**config.mk**
```make
export PLATFORM = sky130hd
export DESIGN_NAME = checkweigher_stability_qualifier
export DESIGN_NICKNAME = d
export VERILOG_FILES = /design/src/sv/csq_pkg.sv /design/src/sv/csq_front.sv /design/src/sv/csq_fifo.sv /design/src/sv/csq_back.sv /design/src/sv/checkweigher_stability_qualifier.sv
export SDC_FILE = /design/constraint.sdc
export NUM_CORES = 2
export LEC_CHECK = 0
export ABC_AREA = 1
export BUFFER_PORTS_ARGS = -buffer_cell sky130_fd_sc_hd__buf_2
export CAP_MARGIN = 20
export CORE_AREA = 2 2 406 408
export CTS_CLUSTER_DIAMETER = 30
export CTS_CLUSTER_SIZE = 8
export DETAILED_ROUTE_END_ITERATION = 16
export DIE_AREA = 0 0 408 410
export SETUP_SLACK_MARGIN = 0.1
export SLEW_MARGIN = 15
export SYNTH_ARGS = -nofsm -noshare
export SYNTH_HDL_FRONTEND = slang
export SYNTH_SLANG_ARGS = --single-unit
```
**constraint.sdc**
```tcl
create_clock -name clk -period 13.7 [get_ports clk]
set_input_delay 2.74 -clock clk [delete_from_list [all_inputs] [get_ports clk]]
set_output_delay 2.74 -clock clk [all_outputs]
set_load 0.05 [all_outputs]
```
**src/sv/csq_pkg.sv**
```systemverilog
// shared types, constants and register map of the checkweigher stability qualifier
// no dependencies; imported by every module of the block
package csq_pkg;

  localparam int SAMPLE_W    = 24;
  localparam int STD_W       = 20;
  localparam int TOL_W       = 17;
  localparam int BAND_W      = 17;
  localparam int REQ_W       = 8;
  localparam int ALPHA_W     = 17;
  localparam int RATIO_W     = 17;
  localparam int CFG_DATA_W  = 20;
  localparam int CFG_INDEX_W = 3;
  localparam int ACC_W       = 40;
  localparam int FRAC_W      = 16;
  localparam int THR_W       = STD_W + RATIO_W;
  localparam int LIMIT_W     = STD_W + 2;

  localparam int FIFO_DEPTH_DEF = 2;

  localparam logic [ALPHA_W-1:0] ALPHA_ONE = ALPHA_W'(65536);
  localparam logic [REQ_W-1:0]   COUNT_MAX = '1;

  // register map
  localparam logic [CFG_INDEX_W-1:0] REG_STANDARD_WEIGHT = 3'd0;
  localparam logic [CFG_INDEX_W-1:0] REG_TOLERANCE       = 3'd1;
  localparam logic [CFG_INDEX_W-1:0] REG_STABLE_BAND     = 3'd2;
  localparam logic [CFG_INDEX_W-1:0] REG_STABLE_REQUIRED = 3'd3;
  localparam logic [CFG_INDEX_W-1:0] REG_ALPHA_Q16       = 3'd4;
  localparam logic [CFG_INDEX_W-1:0] REG_EMPTY_RATIO_Q16 = 3'd5;

  localparam logic [STD_W-1:0]   STD_RST   = STD_W'(0);
  localparam logic [TOL_W-1:0]   TOL_RST   = TOL_W'(500);
  localparam logic [BAND_W-1:0]  BAND_RST  = BAND_W'(100);
  localparam logic [REQ_W-1:0]   REQ_RST   = REQ_W'(30);
  localparam logic [ALPHA_W-1:0] ALPHA_RST = ALPHA_W'(13107);
  localparam logic [RATIO_W-1:0] RATIO_RST = RATIO_W'(6554);

  typedef enum logic {
    OP_HOLD,
    OP_UPDATE
  } op_t;

  typedef enum logic [1:0] {
    VERDICT_NONE = 2'd0,
    VERDICT_OK   = 2'd1,
    VERDICT_NG   = 2'd2
  } verdict_t;

  typedef struct packed {
    op_t                        op;
    logic signed [SAMPLE_W-1:0] sample;
  } item_t;

  typedef struct packed {
    logic [STD_W-1:0]   standard_weight;
    logic [TOL_W-1:0]   tolerance;
    logic [BAND_W-1:0]  stable_band;
    logic [REQ_W-1:0]   stable_required;
    logic [ALPHA_W-1:0] alpha_q16;
    logic [RATIO_W-1:0] empty_ratio_q16;
  } cfg_t;

  typedef struct packed {
    logic signed [SAMPLE_W-1:0] filtered_weight;
    logic                       is_stable;
    verdict_t                   verdict;
    logic                       beep_ok;
    logic                       beep_ng;
  } result_t;

endpackage

```
**src/sv/csq_front.sv**
```systemverilog
// front end: accepts input words, tags each as filter update or timeout hold
// depends on csq_pkg; feeds csq_fifo
module csq_front (
  input  logic                                clk,
  input  logic                                rst,
  input  logic                                in_valid,
  output logic                                in_ready,
  input  logic signed [csq_pkg::SAMPLE_W-1:0] sample,
  input  logic                                sample_ready,
  output logic                                push,
  output csq_pkg::item_t                      push_item,
  input  logic                                full
);
  import csq_pkg::*;

  logic  front_valid;
  item_t front_item;
  logic  in_accept;

  assign push      = front_valid && !full;
  assign in_ready  = !front_valid || !full;
  assign in_accept = in_valid && in_ready;
  assign push_item = front_item;

  always_ff @(posedge clk) begin
    if (rst) begin
      front_valid <= 1'b0;
    end else if (in_accept) begin
      front_valid <= 1'b1;
    end else if (push) begin
      front_valid <= 1'b0;
    end
  end

  always_ff @(posedge clk) begin
    if (in_accept) begin
      front_item.op     <= sample_ready ? OP_UPDATE : OP_HOLD;
      front_item.sample <= sample;
    end
  end

endmodule

```
**src/sv/csq_fifo.sv**
```systemverilog
// short word queue between front end and filter back end
// depends on csq_pkg for the queued word type
module csq_fifo #(
  parameter int DEPTH = csq_pkg::FIFO_DEPTH_DEF
) (
  input  logic           clk,
  input  logic           rst,
  input  logic           push,
  input  csq_pkg::item_t push_item,
  output logic           full,
  input  logic           pop,
  output csq_pkg::item_t pop_item,
  output logic           not_empty
);
  import csq_pkg::*;

  localparam int PTR_W = (DEPTH > 1) ? $clog2(DEPTH) : 1;
  localparam int CNT_W = $clog2(DEPTH + 1);
  localparam logic [PTR_W-1:0] PTR_LAST = PTR_W'(DEPTH - 1);
  localparam logic [CNT_W-1:0] CNT_FULL = CNT_W'(DEPTH);

  item_t            mem [DEPTH];
  logic [PTR_W-1:0] wr_ptr;
  logic [PTR_W-1:0] rd_ptr;
  logic [CNT_W-1:0] count;

  assign full      = (count == CNT_FULL);
  assign not_empty = (count != '0);
  assign pop_item  = mem[rd_ptr];

  always_ff @(posedge clk) begin
    if (push) begin
      mem[wr_ptr] <= push_item;
    end
  end

  always_ff @(posedge clk) begin
    if (rst) begin
      wr_ptr <= '0;
      rd_ptr <= '0;
      count  <= '0;
    end else begin
      if (push) begin
        wr_ptr <= (wr_ptr == PTR_LAST) ? '0 : wr_ptr + 1'b1;
      end
      if (pop) begin
        rd_ptr <= (rd_ptr == PTR_LAST) ? '0 : rd_ptr + 1'b1;
      end
      if (push && !pop) begin
        count <= count + 1'b1;
      end else if (pop && !push) begin
        count <= count - 1'b1;
      end
    end
  end

  a_no_overflow: assert property (@(posedge clk) disable iff (rst) !(push && full))
    else $error("queue written while full");
  a_no_underflow: assert property (@(posedge clk) disable iff (rst) !(pop && !not_empty))
    else $error("queue read while empty");
  a_count_range: assert property (@(posedge clk) disable iff (rst) count <= CNT_FULL)
    else $error("queue count beyond depth");

endmodule

```
**src/sv/csq_back.sv**
```systemverilog
// back end: exponential filter stage, then stability count and verdict into output register
// depends on csq_pkg; pops words from csq_fifo
module csq_back (
  input  logic             clk,
  input  logic             rst,
  input  csq_pkg::cfg_t    cfg,
  input  logic             not_empty,
  input  csq_pkg::item_t   pop_item,
  output logic             pop,
  output logic             out_valid,
  input  logic             out_ready,
  output csq_pkg::result_t res
);
  import csq_pkg::*;

  localparam int DIFF_W = ACC_W + 1;
  localparam int PROD_W = DIFF_W + ALPHA_W + 1;
  localparam int STEP_W = SAMPLE_W + 1;
  localparam int CMP_W  = SAMPLE_W + 2;
  localparam int EMP_W  = SAMPLE_W - 1 + FRAC_W;

  // filter state and stage one
  logic signed [ACC_W-1:0]    acc;
  logic signed [ACC_W-1:0]    acc_next;
  logic [ALPHA_W-1:0]         alpha_sat;
  logic signed [ACC_W-1:0]    x;
  logic signed [DIFF_W-1:0]   diff;
  logic signed [PROD_W-1:0]   prod;
  logic                       s1_valid;
  logic signed [SAMPLE_W-1:0] s1_f;

  // decision state
  logic signed [SAMPLE_W-1:0] prev;
  logic [REQ_W-1:0]           count;
  logic [REQ_W-1:0]           count_next;
  verdict_t                   verdict_q;
  verdict_t                   verdict_next;
  logic                       beep_ok_next;
  logic                       beep_ng_next;
  logic                       stable;

  // config-derived limits, static while words flow only if the user holds cfg; not enforced here
  logic [THR_W-1:0]           empty_thr;
  logic signed [LIMIT_W-1:0]  tol_lo;
  logic signed [LIMIT_W-1:0]  tol_hi;

  logic signed [STEP_W-1:0]   step;
  logic [STEP_W-1:0]          step_abs;
  logic                       in_band;
  logic                       is_empty;
  logic                       in_tol;
  logic signed [CMP_W-1:0]    f_w;

  logic out_advance;

  assign out_advance = s1_valid && (!out_valid || out_ready);
  assign pop         = not_empty && (!s1_valid || out_advance);

  // filter: acc += floor(a * (x - acc) / 2^16) on update words, bit slice gives the floor; hold words keep acc
  always_comb begin
    alpha_sat = (cfg.alpha_q16 > ALPHA_ONE) ? ALPHA_ONE : cfg.alpha_q16;
    x         = {pop_item.sample, {FRAC_W{1'b0}}};
    diff      = {x[ACC_W-1], x} - {acc[ACC_W-1], acc};
    prod      = $signed({1'b0, alpha_sat}) * diff;
    if (pop_item.op == OP_UPDATE) begin
      acc_next = acc + prod[FRAC_W+ACC_W-1:FRAC_W];
    end else begin
      acc_next = acc;
    end
  end

  always_ff @(posedge clk) begin
    if (rst) begin
      acc      <= '0;
      s1_valid <= 1'b0;
    end else begin
      if (pop) begin
        acc <= acc_next;
      end
      if (pop) begin
        s1_valid <= 1'b1;
      end else if (out_advance) begin
        s1_valid <= 1'b0;
      end
    end
  end

  always_ff @(posedge clk) begin
    if (pop) begin
      s1_f <= acc_next[ACC_W-1:FRAC_W];
    end
  end

  always_ff @(posedge clk) begin
    empty_thr <= cfg.standard_weight * cfg.empty_ratio_q16;
    tol_lo    <= $signed({2'b00, cfg.standard_weight})
               - $signed(LIMIT_W'(cfg.tolerance));
    tol_hi    <= $signed({2'b00, cfg.standard_weight})
               + $signed(LIMIT_W'(cfg.tolerance));
  end

  always_comb begin
    step     = {s1_f[SAMPLE_W-1], s1_f} - {prev[SAMPLE_W-1], prev};
    step_abs = step[STEP_W-1] ? STEP_W'(-step) : STEP_W'(step);
    in_band  = step_abs <= STEP_W'(cfg.stable_band);
    if (!in_band) begin
      count_next = '0;
    end else if (count == COUNT_MAX) begin
      count_next = count;
    end else begin
      count_next = count + 1'b1;
    end
    stable = count_next >= cfg.stable_required;

    // negative weight is always empty
    is_empty = s1_f[SAMPLE_W-1]
            || ({s1_f[SAMPLE_W-2:0], {FRAC_W{1'b0}}} <= EMP_W'(empty_thr));
    f_w      = CMP_W'(s1_f);
    in_tol   = (f_w >= CMP_W'(tol_lo)) && (f_w <= CMP_W'(tol_hi));

    verdict_next = verdict_q;
    beep_ok_next = 1'b0;
    beep_ng_next = 1'b0;
    priority if (!stable) begin
      verdict_next = verdict_q;
    end else if (is_empty) begin
      verdict_next = VERDICT_NONE;
    end else if (verdict_q == VERDICT_NONE) begin
      if (in_tol) begin
        verdict_next = VERDICT_OK;
        beep_ok_next = 1'b1;
      end else begin
        verdict_next = VERDICT_NG;
        beep_ng_next = 1'b1;
      end
    end else begin
      verdict_next = verdict_q;
    end
  end

  always_ff @(posedge clk) begin
    if (rst) begin
      prev      <= '0;
      count     <= '0;
      verdict_q <= VERDICT_NONE;
      out_valid <= 1'b0;
    end else begin
      if (out_advance) begin
        prev      <= s1_f;
        count     <= count_next;
        verdict_q <= verdict_next;
        out_valid <= 1'b1;
      end else if (out_ready) begin
        out_valid <= 1'b0;
      end
    end
  end

  always_ff @(posedge clk) begin
    if (out_advance) begin
      res.filtered_weight <= s1_f;
      res.is_stable       <= stable;
      res.verdict         <= verdict_next;
      res.beep_ok         <= beep_ok_next;
      res.beep_ng         <= beep_ng_next;
    end
  end

  a_one_beep: assert property (@(posedge clk) disable iff (rst)
      out_valid |-> !(res.beep_ok && res.beep_ng))
    else $error("both beeps in one word");
  a_beep_ok_verdict: assert property (@(posedge clk) disable iff (rst)
      (out_valid && res.beep_ok) |-> (res.verdict == VERDICT_OK))
    else $error("ok beep without ok verdict");
  a_beep_needs_stable: assert property (@(posedge clk) disable iff (rst)
      (out_valid && (res.beep_ok || res.beep_ng)) |-> res.is_stable)
    else $error("beep on unstable word");
  a_result_tracks_state: assert property (@(posedge clk) disable iff (rst)
      out_advance |=> (res.verdict == verdict_q))
    else $error("output verdict differs from latched verdict");

endmodule

```
**src/sv/checkweigher_stability_qualifier.sv**
```systemverilog
// top level of the checkweigher stability qualifier: config registers, front, queue, back
// depends on csq_pkg, csq_front, csq_fifo, csq_back
//
//   channel | handshake            | payload
//   --------+----------------------+---------------------------------------------------
//   in      | in_valid / in_ready  | sample, sample_ready
//   out     | out_valid / out_ready| filtered_weight, is_stable, verdict, beep_ok, beep_ng
//   cfg     | cfg_we               | cfg_index, cfg_data
//
// sustained rate one word per clock while out_ready stays high; an accepted word passes through
// the front register, queue, filter stage and output register in that order.
// the filter accumulator update (one 41x18 signed multiply and add) closes the per-word loop.
// rst is synchronous: clears filter, stability count, verdict, queue and valids, and
// loads the register reset values.
// holding out_ready low fills output, filter stage, queue and front, then drops in_ready.
module checkweigher_stability_qualifier #(
  parameter int FIFO_DEPTH = csq_pkg::FIFO_DEPTH_DEF
) (
  input  logic                                   clk,
  input  logic                                   rst,
  input  logic                                   cfg_we,
  input  logic [csq_pkg::CFG_INDEX_W-1:0]        cfg_index,
  input  logic [csq_pkg::CFG_DATA_W-1:0]         cfg_data,
  input  logic                                   in_valid,
  output logic                                   in_ready,
  input  logic signed [csq_pkg::SAMPLE_W-1:0]    sample,
  input  logic                                   sample_ready,
  output logic                                   out_valid,
  input  logic                                   out_ready,
  output logic signed [csq_pkg::SAMPLE_W-1:0]    filtered_weight,
  output logic                                   is_stable,
  output logic [1:0]                             verdict,
  output logic                                   beep_ok,
  output logic                                   beep_ng
);
  import csq_pkg::*;

  cfg_t    cfg;
  item_t   push_item;
  item_t   pop_item;
  result_t res;
  logic    push;
  logic    pop;
  logic    full;
  logic    not_empty;

  always_ff @(posedge clk) begin
    if (rst) begin
      cfg.standard_weight <= STD_RST;
      cfg.tolerance       <= TOL_RST;
      cfg.stable_band     <= BAND_RST;
      cfg.stable_required <= REQ_RST;
      cfg.alpha_q16       <= ALPHA_RST;
      cfg.empty_ratio_q16 <= RATIO_RST;
    end else if (cfg_we) begin
      unique case (cfg_index)
        REG_STANDARD_WEIGHT: cfg.standard_weight <= cfg_data[STD_W-1:0];
        REG_TOLERANCE:       cfg.tolerance       <= cfg_data[TOL_W-1:0];
        REG_STABLE_BAND:     cfg.stable_band     <= cfg_data[BAND_W-1:0];
        REG_STABLE_REQUIRED: cfg.stable_required <= cfg_data[REQ_W-1:0];
        REG_ALPHA_Q16:       cfg.alpha_q16       <= cfg_data[ALPHA_W-1:0];
        REG_EMPTY_RATIO_Q16: cfg.empty_ratio_q16 <= cfg_data[RATIO_W-1:0];
        default: ;  // unmapped index, write dropped
      endcase
    end
  end

  csq_front u_front (
    .clk          (clk),
    .rst          (rst),
    .in_valid     (in_valid),
    .in_ready     (in_ready),
    .sample       (sample),
    .sample_ready (sample_ready),
    .push         (push),
    .push_item    (push_item),
    .full         (full)
  );

  csq_fifo #(
    .DEPTH (FIFO_DEPTH)
  ) u_fifo (
    .clk       (clk),
    .rst       (rst),
    .push      (push),
    .push_item (push_item),
    .full      (full),
    .pop       (pop),
    .pop_item  (pop_item),
    .not_empty (not_empty)
  );

  csq_back u_back (
    .clk       (clk),
    .rst       (rst),
    .cfg       (cfg),
    .not_empty (not_empty),
    .pop_item  (pop_item),
    .pop       (pop),
    .out_valid (out_valid),
    .out_ready (out_ready),
    .res       (res)
  );

  assign filtered_weight = res.filtered_weight;
  assign is_stable       = res.is_stable;
  assign verdict         = res.verdict;
  assign beep_ok         = res.beep_ok;
  assign beep_ng         = res.beep_ng;

endmodule
```
======== Yosys cells after proc, flatten, opt, wreduce, memory -nomap -nowiden ========
Memory sizes are Yosys's and may differ from the RTL's. A register that Yosys moved wholly into a read port is not among the register bits.
Cells that the tools add are included.
word-level totals
  flip-flop bits (word level) ............. 334
  memory bits (writable) .................. 50
  memories kept ........................... 1
memory list
  memory      words  bits a word  read ports  clocked after memory_dff  write ports  RTL line        source
  u_fifo.mem  2      25           1           1                         1            csq_fifo.sv:22  item_t mem [DEPTH];
cells by class
  bitwise operators ....................... 2
  multipliers ............................. 2
  reduce and logical (&&, ||, !) cells .... 32
  muxes and demuxes ....................... 26
  add/sub/neg operators ................... 11
  $lt $le $gt $ge ......................... 6
  eq/ne operators ......................... 7
operator list
  kind                    number
  $mul A18 B41 Y56        1
  $sub A40 B40 Y41        1
  $add A40 B40 Y40        1
  $mux W40                1
  $le A39 B37 Y1          1
  $mul A20 B17 Y37        1
  $le A25 B17 Y1          1
  $mux W25                1
  $neg A25 Y25            1
  $sub A24 B24 Y25        1
  $ge A24 B21 Y1          1
  $le A24 B22 Y1          1
  $add A20 B17 Y21        1
  $sub A20 B17 Y21        1
  $gt A17 B17 Y1 const B  1
  $mux W17                1
  $mux W8                 2
  $mux W1                 15
  $reduce_and A2 Y1       7
  $mux W2                 6
  $reduce_bool A2 Y1      5
  $add A8 B1 Y8 const B   1
  $eq A8 B8 Y1 const B    1
  $ge A8 B8 Y1            1
  14 further kinds        32

======== Depth between registers and ports, before layout ========
  depth in word-level cells ............... 8
  mapped depth ............................ 62
  gate-level depth less buffers ........... 60

======== Hierarchy ========
From an unflattened synthesis, not the netlist that was laid out.
unflattened totals
  cell total of the unflattened synthesis .. 7,250
  area total of the unflattened synthesis .. 56,998.4 µm²
modules (own cells, without submodules)
  module                            times used  seq. area each (µm²)  cells each  area each (µm²)
  csq_back                          1           4,674.5               6,578       50,264.5
  checkweigher_stability_qualifier  1           1,921.8               529         3,796.1
  csq_fifo                          1           1,601.5               111         2,135.8
  csq_front                         1           770.7                 32          802.0

======== Worst setup path before layout ========
No wires, ideal clock.
  kind .................................... reg-to-reg
  start point ............................. register with a tool-made name
  end point ............................... register u_back.s1_f[16], data pin
  required time ........................... 13.436 ns
  setup slack ............................. 4.032 ns
  cell stages (with the launch flop) ...... 55
  arrival ................................. 9.404 ns
  cells stage by stage .................... dfxtp_1 clkbuf_1 inv_2 clkbuf_1 nand2_1 nand2_1 ha_1 inv_1 nor3_1 inv_1 o21ai_0 nand3_1 nand2_1 or2_2 nand2_1 inv_1 clkbuf_1 nand2_1 (+19 left out) nand3_1 nand2_1 nand2_1 nand2_1 ha_1 nand2_1 nor2_1 a211oi_1 o21ai_0 a21oi_1 o21ai_0 nand3_1 nand2_1 a21boi_0 o21ai_0 xor2_1 nand2_1 o21ai_0
RTL lines
  element                 RTL line        source
  end signal: assignment  csq_back.sv:90  s1_f <= acc_next[ACC_W-1:FRAC_W];
  end: declaration        csq_back.sv:30  logic signed [SAMPLE_W-1:0] s1_f;

==> out/summary.txt <==
Worst Hold Class - flip-flop to flip-flop
most common cell after layout, fill and taps aside - inv_1
Period minus WS final - 12,540 ps
hold_buf cts - 0
CTS root buf - clkbuf_16
Core Footprint - 0.163 mm2
ys async rst share - 0%
Initial Util - 34.7%
Die Width - 408 um
antenna viol nets, final - 0
Placer Congestion - 0.951
final setup TNS - 0 ps
Final Max Tran Viols - 0
WP data required - 14,040 ps
Clock Skew - 40.0 ps
PortBufs - 83
status - completed
top_reg_cell synth - dfxtp_1
clock transition at the registers of the reported paths - 50 ps
largest net degree at the start of global routing - 90
# rows - 149
Routed WL per cell - 18.5 um
Netlist cell types - 64
final worst-path cycle share - 91.6%
CTS resizes - 0
RSZ-0062 raised after global routing - no
TritonCTS clock tree - done
P&R area growth vs syn - 10.1%
DIE HEIGHT - 410 um
Post-CTS Setup Inserts - 0
Top Ports - 84
syn avg cell area - 7.79 um2
Slew headroom - 25.2%
drt pass-1 iters - 6
commonest non-fill, non-tap cells in the layout - inv_1, nand2_1, fa_1
CP arrival - 12,890 ps
critical path's top delay family - adder cells
Ys Warns - 0
GRT Overall Usage - 21.4%
Setup CP Type - flip-flop to flip-flop
post-synthesis sequential area ratio - 15.8%
clock buffer count from CTS - 82
post-synth net total - 8,691
Vias - 46,900
flops & latches, synth - 384
Fmax - 79.7 MHz
Layout Nets - 8,715
first-pass GRT wire length - 279,000 um
CP max FO - 26
slowest stage delay, CP - 720 ps
Netlist Area Pre-Place - 0.0567 mm2
CTS sink count - 384
synthesized instance count - 7,278
initial antenna violation count - 6
H-tree lvl count - 3
Setup crit start kind - flip-flop
max_cap viols - 0
Critical Path Sink Type - flip-flop
Final Hold Viols - 0
DP HPWL - 143,000 um
via/cell ratio - 4.91
cell repeated most along the worst path - nand2_1
DRC Markers - 0
Slew @ Worst Pin - 1120 ps
vias in the first global route - 48,600
Die Area - 0.167 mm2
Clk Latency, worst-skew pair - 650 ps
# setup viols final - 0
Fillers - 17,000
Routed WL - 177,000 um
worst path bufs/invs - 8
grt total ovfl - 0
share of cells above drive strength 1 - 5.61%
critical path's slowest cell - clkinv_1
worst-case clock buffer depth - 3
initial DRC count - 3,664
Post-synth EDFFs - 128
state kept, by name (all words and copies together) (netlist names), 2 cells and up, named ones only:
register,count
cfg,96
u_back.acc,40
u_back.count,8
u_back.empty_thr,37
u_back.prev,24
u_back.res,29
u_back.s1_f,24
u_back.tol_hi,20
u_back.tol_lo,21
u_back.verdict_q,2
u_fifo.count,2
u_fifo.mem,50
u_front.push_item,25
cell type report:
cell class              instances  area [um2]  area share, %
well taps                    2189        2740           4.39
diodes                          3        7.51         0.0120
clock buffers                 108        2300           3.68
multi-input cells            4825       40000           64.0
clock inverters                42         470          0.753
flip-flops and latches        384        8970           14.4
inverters                    1840        6910           11.1
repair buffers                169        1090           1.75
per-layer routing:
metal | vias to the layer above | share of wire (%) | track usage, %
met5 | - | 0 | 0
met2 | 1565 | 46 | 34.8
li1 | 21900 | - | -
met1 | 23200 | 44 | 29.2
met3 | 324 | 6.5 | 2.88
met4 | 0 | 3.4 | 7.25
cell families (layout without fill, tap and decap cells):
family | after synthesis | in the layout | synth area share, %
XOR/XNOR | 182 | 182 | 2.89
AND/OR/NAND/NOR | 2484 | 2484 | 17.8
other | 0 | 3 | 0
flip-flops | 384 | 384 | 15.8
buffers and inverters | 2069 | 2159 | 13.7
adder cells (fa/ha/maj) | 1360 | 1360 | 42.0
AO/OA/AOI/OAI | 799 | 799 | 7.79
per-stage QoR:
step / cell area, um2 / setup slack (ps) / std cells / utilization, % / hold slack (ps)
final: 62500 / 1160 / 9560 / 38.2 / 444
after detailed placement: 59600 / 1390 / 9405 / 36.5 / 440
after CTS: 62400 / 1320 / 9555 / 38.2 / 441
after global routing: 62400 / 476 / 9557 / 38.2 / 461
after global placement: 59600 / 869 / 9405 / 36.5 / 424
after floorplan: 56700 / 4030 / 7278 / - / 421
Yosys cell counts, types with 19 or more instances:
master    number  area (um2)
o211ai_1      28         210
xor2_1       130        1140
nor3_1        33         165
fa_1         907       18200
nand3_1      147         736
edfxtp_1     128        3840
xnor2_1       46         403
nand2_2       29         181
nand4_1       65         407
nor2_1       616        2310
clkbuf_1     210         788
a31oi_1       22         138
o21ai_0      275        1380
ha_1         453        5670
a21oi_1      364        1820
nand2_1     1516        5690
dfxtp_1      256        5120
inv_1       1810        6790
or2_2         19         119
worst paths after layout:
check        cells after the start                   from                end  slack, ps
max reg2reg                     51              flip-flop    u_back.s1_f[16]       1160
max                             51              flip-flop    u_back.s1_f[16]       1160
min                              0  u_front.push_item[15]  u_fifo.mem[1][15]        440
min reg2reg                      0  u_front.push_item[15]  u_fifo.mem[1][15]        440
Power is left out: the tool's default activity adds up to more than one toggle a clock period on the data nets, which glitch-free logic cannot reach.
